File: src/hdl/gcb_pkg.sv
// shared types, class codes and helpers for the grapheme cluster boundary block
package gcb_pkg;

    // grapheme break classes
    typedef enum logic [3:0] {
        GC_OTHER       = 4'd0,
        GC_CR          = 4'd1,
        GC_LF          = 4'd2,
        GC_CONTROL     = 4'd3,
        GC_L           = 4'd4,
        GC_V           = 4'd5,
        GC_LV          = 4'd6,
        GC_LVT         = 4'd7,
        GC_T           = 4'd8,
        GC_PREPEND     = 4'd9,
        GC_EXTEND      = 4'd10,
        GC_ZWJ         = 4'd11,
        GC_SPACINGMARK = 4'd12,
        GC_EXTPICT     = 4'd13,
        GC_RI          = 4'd14
    } cluster_class_t;

    // indic conjunct classes
    typedef enum logic [1:0] {
        IC_NONE      = 2'd0,
        IC_CONSONANT = 2'd1,
        IC_EXTEND    = 2'd2,
        IC_LINKER    = 2'd3
    } conjunct_class_t;

    localparam int unsigned CodePointWidth = 21;
    localparam int unsigned ClassWidth     = 4;
    localparam int unsigned ConjWidth      = 2;
    localparam int unsigned InDataWidth    = 32;
    localparam int unsigned OutDataWidth   = 24;

    // flags carried by the grapheme pair rules
    typedef struct packed {
        logic in_emoji_sequence;
        logic ri_count_odd;
    } grapheme_flags_t;

    // flags carried by the indic conjunct rule
    typedef struct packed {
        logic in_conjunct_sequence;
        logic linker_seen;
    } conjunct_flags_t;

    // extend, zwj and spacing mark all glue to what precedes them
    function automatic logic is_joiner_like(input logic [ClassWidth-1:0] c);
        is_joiner_like = (c == GC_EXTEND) || (c == GC_ZWJ) || (c == GC_SPACINGMARK);
    endfunction

endpackage

File: src/hdl/gcb_grapheme_rule.sv
// grapheme pair table: break decision and emoji / regional indicator flag update
module gcb_grapheme_rule (
    input  logic [gcb_pkg::ClassWidth-1:0] prev_class,
    input  logic [gcb_pkg::ClassWidth-1:0] cur_class,
    input  gcb_pkg::grapheme_flags_t       flags_in,
    output logic                           allow,
    output gcb_pkg::grapheme_flags_t       flags_next
);

    logic joiner;

    assign joiner = gcb_pkg::is_joiner_like(cur_class);

    // pair lookup keyed on the previous class
    always_comb begin
        flags_next = flags_in;
        allow      = 1'b1;
        unique case (prev_class)
            gcb_pkg::GC_CR: begin
                allow = (cur_class != gcb_pkg::GC_LF);
            end
            gcb_pkg::GC_CONTROL, gcb_pkg::GC_LF: begin
                allow = 1'b1;
            end
            gcb_pkg::GC_L: begin
                allow = !((cur_class == gcb_pkg::GC_L) || (cur_class == gcb_pkg::GC_V) ||
                          (cur_class == gcb_pkg::GC_LV) || (cur_class == gcb_pkg::GC_LVT) ||
                          joiner);
            end
            gcb_pkg::GC_LV, gcb_pkg::GC_V: begin
                allow = !((cur_class == gcb_pkg::GC_V) || (cur_class == gcb_pkg::GC_T) ||
                          joiner);
            end
            gcb_pkg::GC_LVT, gcb_pkg::GC_T: begin
                allow = !((cur_class == gcb_pkg::GC_T) || joiner);
            end
            gcb_pkg::GC_PREPEND: begin
                allow = (cur_class == gcb_pkg::GC_CONTROL) || (cur_class == gcb_pkg::GC_CR) ||
                        (cur_class == gcb_pkg::GC_LF);
            end
            gcb_pkg::GC_EXTEND: begin
                if ((cur_class == gcb_pkg::GC_EXTEND) || (cur_class == gcb_pkg::GC_ZWJ)) begin
                    allow = 1'b0;
                end else begin
                    flags_next.in_emoji_sequence = 1'b0;
                    allow = (cur_class != gcb_pkg::GC_SPACINGMARK);
                end
            end
            gcb_pkg::GC_ZWJ: begin
                if (joiner) begin
                    flags_next.ri_count_odd = 1'b0;
                    allow = 1'b0;
                end else if (cur_class == gcb_pkg::GC_EXTPICT) begin
                    // emoji zwj sequence stays joined
                    allow = !flags_in.in_emoji_sequence;
                    flags_next.in_emoji_sequence = 1'b0;
                end else begin
                    flags_next.in_emoji_sequence = 1'b0;
                    allow = 1'b1;
                end
            end
            gcb_pkg::GC_EXTPICT: begin
                if (cur_class == gcb_pkg::GC_SPACINGMARK) begin
                    allow = 1'b0;
                end else if ((cur_class == gcb_pkg::GC_EXTEND) ||
                             (cur_class == gcb_pkg::GC_ZWJ)) begin
                    flags_next.in_emoji_sequence = 1'b1;
                    allow = 1'b0;
                end else begin
                    allow = 1'b1;
                end
            end
            gcb_pkg::GC_RI: begin
                if (joiner) begin
                    flags_next.ri_count_odd = 1'b0;
                    allow = 1'b0;
                end else if (cur_class == gcb_pkg::GC_RI) begin
                    // regional indicators pair up
                    allow = flags_in.ri_count_odd;
                    flags_next.ri_count_odd = !flags_in.ri_count_odd;
                end else begin
                    flags_next.ri_count_odd = 1'b0;
                    allow = 1'b1;
                end
            end
            default: begin
                allow = !joiner;
            end
        endcase
    end

endmodule

File: src/hdl/gcb_conjunct_rule.sv
// indic conjunct rule: break decision and sequence / linker flag update
module gcb_conjunct_rule (
    input  logic [gcb_pkg::ConjWidth-1:0] prev_class,
    input  logic [gcb_pkg::ConjWidth-1:0] cur_class,
    input  gcb_pkg::conjunct_flags_t      flags_in,
    output logic                          allow,
    output gcb_pkg::conjunct_flags_t      flags_next
);

    logic cont;

    assign cont = (cur_class == gcb_pkg::IC_EXTEND) || (cur_class == gcb_pkg::IC_LINKER);

    // flags are rebuilt from scratch for every beat
    always_comb begin
        allow = 1'b1;
        flags_next.in_conjunct_sequence = 1'b0;
        flags_next.linker_seen = 1'b0;
        unique case (prev_class)
            gcb_pkg::IC_CONSONANT: begin
                if (cont) begin
                    allow = 1'b0;
                    flags_next.in_conjunct_sequence = 1'b1;
                end
            end
            gcb_pkg::IC_EXTEND: begin
                if (cont) begin
                    allow = !flags_in.in_conjunct_sequence;
                    flags_next.in_conjunct_sequence = flags_in.in_conjunct_sequence;
                    flags_next.linker_seen = flags_in.linker_seen;
                end else if (cur_class == gcb_pkg::IC_CONSONANT) begin
                    allow = !flags_in.linker_seen;
                end
            end
            gcb_pkg::IC_LINKER: begin
                if (cont) begin
                    allow = !flags_in.in_conjunct_sequence;
                    flags_next.in_conjunct_sequence = flags_in.in_conjunct_sequence;
                    flags_next.linker_seen = flags_in.in_conjunct_sequence;
                end else if (cur_class == gcb_pkg::IC_CONSONANT) begin
                    allow = !flags_in.in_conjunct_sequence;
                end
            end
            default: begin
                allow = 1'b1;
            end
        endcase
    end

endmodule

File: src/hdl/grapheme_cluster_boundary.sv
// top level: input register, boundary rules, running state and output register
// path: an accepted input beat passes the input register, then the output register, to its result beat on m_
// throughput: one code point per cycle while m_tready allows; the input register and the output register
// form a two-entry pipeline that advances whenever the output side is free
// reset: aresetn low clears both valid flags, the previous classes (other, none)
// and all four sequence flags; payload registers are not reset
module grapheme_cluster_boundary (
    input  logic                              aclk,
    input  logic                              aresetn,
    // s_tdata: scalar_value[20:0], cluster_class[24:21], conjunct_class[26:25], zeros
    input  logic [gcb_pkg::InDataWidth-1:0]   s_tdata,
    // s_tuser: first_of_text[0]
    input  logic [0:0]                        s_tuser,
    input  logic                              s_tvalid,
    output logic                              s_tready,
    // m_tdata: scalar_out[20:0], zeros
    output logic [gcb_pkg::OutDataWidth-1:0]  m_tdata,
    // m_tuser: starts_cluster[0]
    output logic [0:0]                        m_tuser,
    output logic                              m_tvalid,
    input  logic                              m_tready
);

    localparam int unsigned CpW = gcb_pkg::CodePointWidth;
    localparam int unsigned GcW = gcb_pkg::ClassWidth;
    localparam int unsigned IcW = gcb_pkg::ConjWidth;

    // input register
    logic                   in_valid_reg;
    logic [CpW-1:0]         in_scalar_reg;
    logic [GcW-1:0]         in_cluster_class_reg;
    logic [IcW-1:0]         in_conjunct_class_reg;
    logic                   in_first_reg;

    // running state
    logic [GcW-1:0]            prev_cluster_class_reg;
    logic [IcW-1:0]            prev_conjunct_class_reg;
    gcb_pkg::grapheme_flags_t  gflags_reg;
    gcb_pkg::grapheme_flags_t  gflags_next;
    gcb_pkg::conjunct_flags_t  cflags_reg;
    gcb_pkg::conjunct_flags_t  cflags_next;

    // output register
    logic                   out_valid_reg;
    logic [CpW-1:0]         out_scalar_reg;
    logic                   out_starts_reg;

    // rule outputs
    logic                      g_allow;
    logic                      c_allow;
    gcb_pkg::grapheme_flags_t  g_flags_rule;
    gcb_pkg::conjunct_flags_t  c_flags_rule;
    logic                      starts;

    logic advance;
    logic take_in;

    // pipeline moves when the output register is free or being drained
    assign advance  = !out_valid_reg || m_tready;
    assign s_tready = !in_valid_reg || advance;
    assign take_in  = s_tvalid && s_tready;

    gcb_grapheme_rule u_grapheme (
        .prev_class (prev_cluster_class_reg),
        .cur_class  (in_cluster_class_reg),
        .flags_in   (gflags_reg),
        .allow      (g_allow),
        .flags_next (g_flags_rule)
    );

    gcb_conjunct_rule u_conjunct (
        .prev_class (prev_conjunct_class_reg),
        .cur_class  (in_conjunct_class_reg),
        .flags_in   (cflags_reg),
        .allow      (c_allow),
        .flags_next (c_flags_rule)
    );

    // first code point of a text forces a boundary and clears the flags
    always_comb begin
        if (in_first_reg) begin
            starts      = 1'b1;
            gflags_next = '0;
            cflags_next = '0;
        end else begin
            starts      = g_allow && c_allow;
            gflags_next = g_flags_rule;
            cflags_next = c_flags_rule;
        end
    end

    // input register
    always_ff @(posedge aclk) begin
        if (!aresetn) begin
            in_valid_reg <= 1'b0;
        end else if (s_tready) begin
            in_valid_reg <= s_tvalid;
        end
        if (take_in) begin
            in_scalar_reg         <= s_tdata[CpW-1:0];
            in_cluster_class_reg  <= s_tdata[CpW+GcW-1:CpW];
            in_conjunct_class_reg <= s_tdata[CpW+GcW+IcW-1:CpW+GcW];
            in_first_reg          <= s_tuser[0];
        end
    end

    // state update as each beat moves into the output register
    always_ff @(posedge aclk) begin
        if (!aresetn) begin
            prev_cluster_class_reg  <= gcb_pkg::GC_OTHER;
            prev_conjunct_class_reg <= gcb_pkg::IC_NONE;
            gflags_reg              <= '0;
            cflags_reg              <= '0;
        end else if (advance && in_valid_reg) begin
            prev_cluster_class_reg  <= in_cluster_class_reg;
            prev_conjunct_class_reg <= in_conjunct_class_reg;
            gflags_reg              <= gflags_next;
            cflags_reg              <= cflags_next;
        end
    end

    // output register
    always_ff @(posedge aclk) begin
        if (!aresetn) begin
            out_valid_reg <= 1'b0;
        end else if (advance) begin
            out_valid_reg <= in_valid_reg;
        end
        if (advance && in_valid_reg) begin
            out_scalar_reg <= in_scalar_reg;
            out_starts_reg <= starts;
        end
    end

    assign m_tvalid   = out_valid_reg;
    assign m_tdata    = {{(gcb_pkg::OutDataWidth - CpW){1'b0}}, out_scalar_reg};
    assign m_tuser[0] = out_starts_reg;

    // a text start always yields a boundary
    a_first_starts: assert property (@(posedge aclk) disable iff (!aresetn)
        (advance && in_valid_reg && in_first_reg) |=> out_starts_reg)
        else $error("first code point of a text did not start a cluster");

    // a text start leaves the conjunct flags clear
    a_first_clears: assert property (@(posedge aclk) disable iff (!aresetn)
        (advance && in_valid_reg && in_first_reg) |=>
            (!cflags_reg.in_conjunct_sequence && !cflags_reg.linker_seen))
        else $error("conjunct flags not cleared at text start");

    // a linker is only remembered inside a conjunct sequence
    a_linker_in_seq: assert property (@(posedge aclk) disable iff (!aresetn)
        cflags_reg.linker_seen |-> cflags_reg.in_conjunct_sequence)
        else $error("linker flag set outside a conjunct sequence");

    // an open conjunct sequence ends on an extend or a linker
    a_seq_prev_class: assert property (@(posedge aclk) disable iff (!aresetn)
        cflags_reg.in_conjunct_sequence |->
            ((prev_conjunct_class_reg == gcb_pkg::IC_EXTEND) ||
             (prev_conjunct_class_reg == gcb_pkg::IC_LINKER)))
        else $error("conjunct sequence open after a non-continuing class");

    // code point is carried through unchanged
    a_scalar_pass: assert property (@(posedge aclk) disable iff (!aresetn)
        (advance && in_valid_reg) |=> (out_scalar_reg == $past(in_scalar_reg)))
        else $error("code point altered on its way through");

endmodule
File: config.mk
export PLATFORM = sky130hd
export DESIGN_NAME = grapheme_cluster_boundary
export DESIGN_NICKNAME = d
export VERILOG_FILES = /design/src/hdl/gcb_pkg.sv /design/src/hdl/gcb_grapheme_rule.sv /design/src/hdl/gcb_conjunct_rule.sv /design/src/hdl/grapheme_cluster_boundary.sv
export SDC_FILE = /design/constraint.sdc
export NUM_CORES = 1
export LEC_CHECK = 0
export BUFFER_PORTS_ARGS = -buffer_cell sky130_fd_sc_hd__buf_4
export CORE_MARGIN = 10
export CORE_UTILIZATION = 58
export CTS_BUF_LIST = sky130_fd_sc_hd__clkbuf_8
export DETAILED_ROUTE_END_ITERATION = 10
export PLACE_DENSITY = 0.87
export SLEW_MARGIN = 20
export SYNTH_ARGS = -nofsm -noshare
export SYNTH_HDL_FRONTEND = slang
export SYNTH_HIERARCHICAL = 1
export SYNTH_SLANG_ARGS = --single-unit
File: constraint.sdc
create_clock -name aclk -period 3.3 [get_ports aclk]
set_input_delay 0.165 -clock aclk [delete_from_list [all_inputs] [get_ports aclk]]
set_output_delay 0.165 -clock aclk [all_outputs]
set_load 0.01 [all_outputs]
==> results.json, run 1 <==
{
  "max-cap-violations": 0,
  "diodes": 0,
  "dp_hpwl_mm": 3.598,
  "place_area_um2": 2794,
  "crit_family": "compound AO/OA/AOI/OAI gates",
  "power_leakage_nw": 1.229,
  "crit_type": "reg -> reg",
  "min_period_ps": 1880,
  "setup_violations": 0,
  "power-per-cell-area_nw_per_um2": 570.2,
  "drcViolationCount": 0,
  "yosysWarnings": 6,
  "grt_pass1_wl_mm": 7.866,
  "dr.pass1.iters": 5,
  "antenna_found_initial": 0,
  "via_per_inst": 5.536,
  "synth.distinct_cells": 37,
  "grt_max_degree": 33,
  "worstHoldStart": "s_tdata[6]",
  "fin_nets": 273,
  "cts_tree": "built",
  "cts.sinks": 62,
  "yosysSeqAreaShare_pct": 73.26,
  "r2r_slack_ps": 1420,
  "grt_pass1_vias": 1566,
  "cts.root.buffer_cell": "clkbuf_8",
  "postSynthAreaPerCell_um2": 15.05,
  "vias": 1611,
  "min_to": "in_scalar_reg[6]",
  "portBuffers": 55,
  "htree_levels": 3,
  "start_util_pct": 59.86,
  "cp-end-kind": "flip-flop",
  "drive_gt1_share_pct": 31.54,
  "wl_per_cell_um": 17.95,
  "hold_depth": 1,
  "reg2reg_from": "in_cluster_class_reg[3]",
  "cp.required_ps": 3390,
  "wirelength_mm": 5.224,
  "hold_violations": 0,
  "peakVddDrop_mv": 0.4151,
  "finish.instance_area_um2": 3214,
  "synthTopCellsByArea": "edfxtp_1, dfxtp_1, mux2i_1, nand2_1, nand3b_1",
  "rsz0062_at_grt": "no",
  "status": "finished clean",
  "synth_seq_cells": 62,
  "arrival_ps": 1970,
  "final_cells": 291,
  "syn-instance-count": 158,
  "r2r-end": "m_tuser",
  "hp-class": "in -> reg",
  "grt_util_all_layers_pct": 14.28,
  "clockBufferDepth": 2,
  "die_area_um2": 7059,
  "core_area_um2": 3971,
  "reg2reg_depth": 4,
  "rows": 23,
  "syn_to_final_growth_pct": 35.21,
  "die_y_um": 84.02,
  "grt_overflow": 0,
  "start_kind": "flip-flop",
  "gp_congestion": 0.7631,
  "setup_tns_ps": 0,
  "path_buf_inv": 0,
  "worstPathCellList": "o41ai_1 -> a221oi_2 -> a221o_1 -> a21o_1",
  "insertion_delay_ps": 330,
  "num_io_pins": 64,
  "cpMaxStageDelayCell": "edfxtp_1",
  "cp_max_fo": 12,
  "yosysTopAreaCellShare_pct": 63.16,
  "finalMaxSlewViolations": 0,
  "skew_ps": 10.66,
  "ant_nets": 0,
  "die_w_um": 84.02,
  "synth_area_um2": 2377,
  "period_share_pct": 56.96,
  "drtIter0Drc": 104,
  "synth_area_leader_cell": "edfxtp_1",
  "worst_pin_slew_ps": 999.6,
  "placed_cells": 257,
  "max_freq_mhz": 532.0,
  "numCtsBuffers": 9,
  "slew_headroom_pct": 33.22,
  "clkTransAtPathRegs_ps": 60,
  "max_stage_delay_ps": 530
}
worst reg2reg max path, cell delays in order, from the launching register on:
cell and delay (ps):
edfxtp_1 530, o41ai_1 530, a221oi_2 120, a221o_1 280
a21o_1 180
synth_stat cells:
cell / number
a21o_1: 2
a21oi_1: 4
a221o_1: 1
a221oi_2: 1
a31oi_1: 2
and2_1: 2
and3_1: 1
and3b_2: 1
buf_12: 1
buf_2: 4
buf_4: 3
buf_6: 1
conb_1: 1
dfxtp_1: 12
edfxtp_1: 50
inv_1: 1
mux2i_1: 10
nand2_1: 25
nand2_2: 1
nand2b_1: 2
nand3_1: 1
nand3b_1: 8
nand4b_1: 1
nor2_1: 3
nor2b_1: 3
nor2b_4: 2
nor3_1: 2
nor3b_1: 1
nor4b_1: 1
o211ai_1: 2
o21a_1: 1
o21ai_0: 2
o21ai_1: 1
o221ai_1: 1
o31ai_1: 1
o41ai_1: 2
or4_4: 1
cell type report:
class | count | area [um^2]
flip-flops and latches | 62 | 1742
multi-input cells | 88 | 565.5
fillers | 220 | 757.0
inverters | 1 | 3.754
clock buffers | 10 | 137.6
well taps | 50 | 62.56
repair buffers | 74 | 600.6
clock inverters | 6 | 102.6
logic make-up (layout without fill, tap and decap cells):
logic type             count (synthesis)  after routing  share of synthesized area, %
AOI/OAI and AO/OA                     20             20                         6.052
buffers and inverters                 10             91                         3.263
DFF                                   62             62                         73.26
muxes                                 10             10                         4.211
other                                  1              3                        0.1577
and+or+nand+nor                       55             55                         13.05
repair_timing:
item / 4_1_cts / 5_1_grt
resized for setup: 0 / 0
hold endpoints to repair: 1 / 17
setup buffers: 0 / 0
hold buffers: 1 / 17
power breakdown:
part / switching, W / leakage (nW) / internal (W)
registers: 0.0000233 / 0.576 / 0.000889
logic: 0.0000587 / 0.523 / 0.0000735
clock network: 0.000273 / 0.129 / 0.000516
how the worst max path moves through the flow:
stage	startpoint	endpoint	slack, ps	cells after the start
after global routing	in_cluster_class_reg[3]	m_tuser	1180	5
after global placement	in_cluster_class_reg[0]	m_tuser	1550	5
after CTS	in_cluster_class_reg[3]	m_tuser	1450	5
final	in_cluster_class_reg[3]	m_tuser	1420	4
after detailed placement	in_cluster_class_reg[3]	m_tuser	1460	5
after floorplan	m_tvalid	in_cluster_class_reg[0]	1590	3
layout by cell type, fill, tap and decap left out, types with 2 or more instances in the layout:
cell / count
buf_4: 56
edfxtp_1: 50
nand2_1: 25
dlygate4sd3_1: 18
dfxtp_1: 12
mux2i_1: 10
clkbuf_8: 10
nand3b_1: 8
a21oi_1: 4
nor2b_1: 3
conb_1: 3
bufinv_16: 3
inv_1: 3
nor2_1: 3
nor2b_4: 2
and2_1: 2
a21o_1: 2
nand2b_1: 2
nor3_1: 2
a31oi_1: 2
o21ai_0: 2
o211ai_1: 2
o41ai_1: 2
layer usage:
layer | up-vias | track usage [%] | share of wire (%)
li1 | 737 | - | -
met1 | 781 | 14.85 | 39
met2 | 75 | 24.00 | 52
met3 | 18 | 5.566 | 6.4
met4 | 0 | 7.915 | 2.2
met5 | - | 0 | 0
per-stage QoR:
stage	util (%)	hold WS [ps]	setup slack [ps]	total power (W)
floorplan	-	263.9	1593	0.0009837
global placement	70.35	343.1	1552	0.001031
detailed placement	70.35	344.8	1464	0.001043
CTS	76.65	0.4749	1454	0.001824
global route	80.94	0.5584	1180	0.001901
finish	80.94	13.58	1420	0.001833
Power figures use the tool's default switching activity.
==> run 2: changes to the inputs <==
--- a/config.mk
+++ b/config.mk
@@ -7,10 +7,10 @@
 export LEC_CHECK = 0
 export BUFFER_PORTS_ARGS = -buffer_cell sky130_fd_sc_hd__buf_4
 export CORE_MARGIN = 10
-export CORE_UTILIZATION = 58
+export CORE_UTILIZATION = 54
 export CTS_BUF_LIST = sky130_fd_sc_hd__clkbuf_8
 export DETAILED_ROUTE_END_ITERATION = 10
-export PLACE_DENSITY = 0.87
+export PLACE_DENSITY = 0.82
 export SLEW_MARGIN = 20
 export SYNTH_ARGS = -nofsm -noshare
 export SYNTH_HDL_FRONTEND = slang
==> constraint.sdc (replaced) <==
create_clock -name aclk -period 1.9 [get_ports aclk]
set_input_delay 0.095 -clock aclk [delete_from_list [all_inputs] [get_ports aclk]]
set_output_delay 0.095 -clock aclk [all_outputs]
set_load 0.01 [all_outputs]
==> run 2 against run 1 <==
Effect of this change:
- clock power increased by 51%
- sequential cell count stayed put
- clock skew decreased by 1.5 ps
- critical path type unchanged
- largest power group unchanged
- worst setup slack worse by 1400 ps
- critical endpoint unchanged
- count of clock-buffer cells in the layout is 1 lower
==> results.json, run 2 (synthesized netlist as in run 1, its figures left out) <==
{
  "fillCellCount": 255,
  "crit_type": "reg -> reg",
  "power.internal_w": 0.002417,
  "p_switching_w": 0.0006222,
  "numCtsBuffers": 9,
  "power-per-cell-area_nw_per_um2": 902.1,
  "peakVddDrop_mv": 0.8062,
  "layout_common_cells": "buf_4, edfxtp_1, dlygate4sd3_1",
  "r2r_slack_ps": 70,
  "skew_ps": 9.159,
  "clkPwrFrac_pct": 39.2,
  "grt_overflow": 0,
  "wl_per_cell_um": 16.78,
  "grt_util_all_layers_pct": 13.95,
  "syn_to_final_growth_pct": 41.74,
  "power_leakage_nw": 1.303,
  "grt_pass1_vias": 1648,
  "seqPwrFrac_pct": 51.9,
  "num_io_pins": 64,
  "ant_nets": 0,
  "clockBufferDepth": 2,
  "drive_gt1_share_pct": 33.85,
  "die_y_um": 86.35,
  "antenna_found_initial": 0,
  "die_area_um2": 7456,
  "fin_nets": 293,
  "max_stage_delay_ps": 530,
  "cp_max_fo": 10,
  "min_period_ps": 1834,
  "vias": 1596,
  "cts_tree": "built",
  "rows": 24,
  "cp-end-kind": "flip-flop",
  "arrival_ps": 1930,
  "cpMaxStageDelayCell": "dfxtp_1",
  "grt_pass1_wl_mm": 8.155,
  "clkTransAtPathRegs_ps": 70,
  "cts.sinks": 62,
  "insertion_delay_ps": 330,
  "multi_input_area_um2": 580.6,
  "max_freq_mhz": 545.4,
  "grt_max_degree": 33,
  "via_per_inst": 5.115,
  "portBuffers": 55,
  "r2r-end": "m_tuser",
  "core_area_um2": 4294,
  "dp_hpwl_mm": 3.201,
  "diodes": 0,
  "finalMaxSlewViolations": 0,
  "reg2reg_depth": 5,
  "mostFrequentLayoutCell": "buf_4",
  "gp_congestion": 0.9141,
  "switching_share_pct": 20.47,
  "setup_violations": 0,
  "wirelength_mm": 5.234,
  "dr.pass1.iters": 4,
  "drcViolationCount": 0,
  "period_share_pct": 96.51,
  "max-cap-violations": 0,
  "cp-startpoint": "prev_cluster_class_reg[1]",
  "hp-class": "in -> reg",
  "start_kind": "flip-flop",
  "die_w_um": 86.35,
  "drtIter0Drc": 138,
  "endpoint": "m_tuser",
  "worstPathCellList": "nand4b_1 -> o31ai_2 -> o211ai_1 -> a221o_1 -> a21o_1",
  "power_w": 0.003040,
  "htree_levels": 3,
  "status": "finished clean",
  "start_util_pct": 55.36,
  "comb_power_share_pct": 8.9,
  "cp.required_ps": 1990,
  "hold_violations": 0,
  "seq_area_um2": 1742,
  "hold_slack_ps": 105.9,
  "reg2reg_from": "prev_cluster_class_reg[1]",
  "cts.root.buffer_cell": "clkbuf_8"
}
-- run 2: worst max-delay path: cells and delay by family (launching register included) --
kind	cells	cell delay, ps
AO/OA/AOI/OAI	4	890
flip-flops	1	530
AND/OR/NAND/NOR	1	180
-- run 2: timing repair --
item,in CTS,in global routing
hold buffers,29,0
resized for setup,0,4
setup endpoints to repair,0,1
endpoints found under the hold margin,29,0
buffers inserted,0,4
-- run 2: worst min-delay path by stage --
stage | from | end | slack, ps | depth (start not counted)
5_1_grt | m_tready | m_tvalid | 100 | 3
4_1_cts | m_tready | m_tvalid | 90 | 3
3_5_place_dp | s_tdata[23] | in_cluster_class_reg[2] | 270 | 1
6_report | m_tready | m_tvalid | 110 | 3
2_1_floorplan | s_tdata[21] | in_cluster_class_reg[0] | 190 | 0
3_3_place_gp | s_tdata[15] | in_scalar_reg[15] | 270 | 1
-- run 2: power groups by stage --
stage,Sequential [W],Clock (W),Combinational (W)
after floorplan,0.00161,0,0.000100
after global placement,0.00160,0,0.000201
after detailed placement,0.00161,0,0.000208
after CTS,0.00158,0.00120,0.000258
after global routing,0.00158,0.00128,0.000292
final,0.00158,0.00119,0.000270
-- run 2: layer usage --
layer | GRT usage, % | wire length, um | vias up
met5 | 0 | 0 | -
met2 | 23.15 | 2703 | 63
li1 | - | - | 776
met1 | 15.83 | 2124 | 750
met4 | 5.744 | 53 | 0
met3 | 5.159 | 352 | 7
-- run 2: layout make-up --
class,count,share of cell area [%]
repair buffers,94,23.02
clock inverters,6,2.339
flip-flops and latches,62,51.69
clock buffers,9,3.676
inverters,1,0.1114
well taps,52,1.931
multi-input cells,88,17.23
-- run 2: through the flow --
step                      utilization [%]  std cells  setup slack [ps]  setup TNS (ps)  area, um^2
after floorplan                         -        160             192.7               0        2385
after global placement              66.00        264             144.0               0        2834
after detailed placement            66.00        264             57.50               0        2834
after CTS                           77.48        308             56.11               0        3327
after global routing                78.47        312            -2.274          -2.274        3369
final                               78.47        312             66.32               0        3369
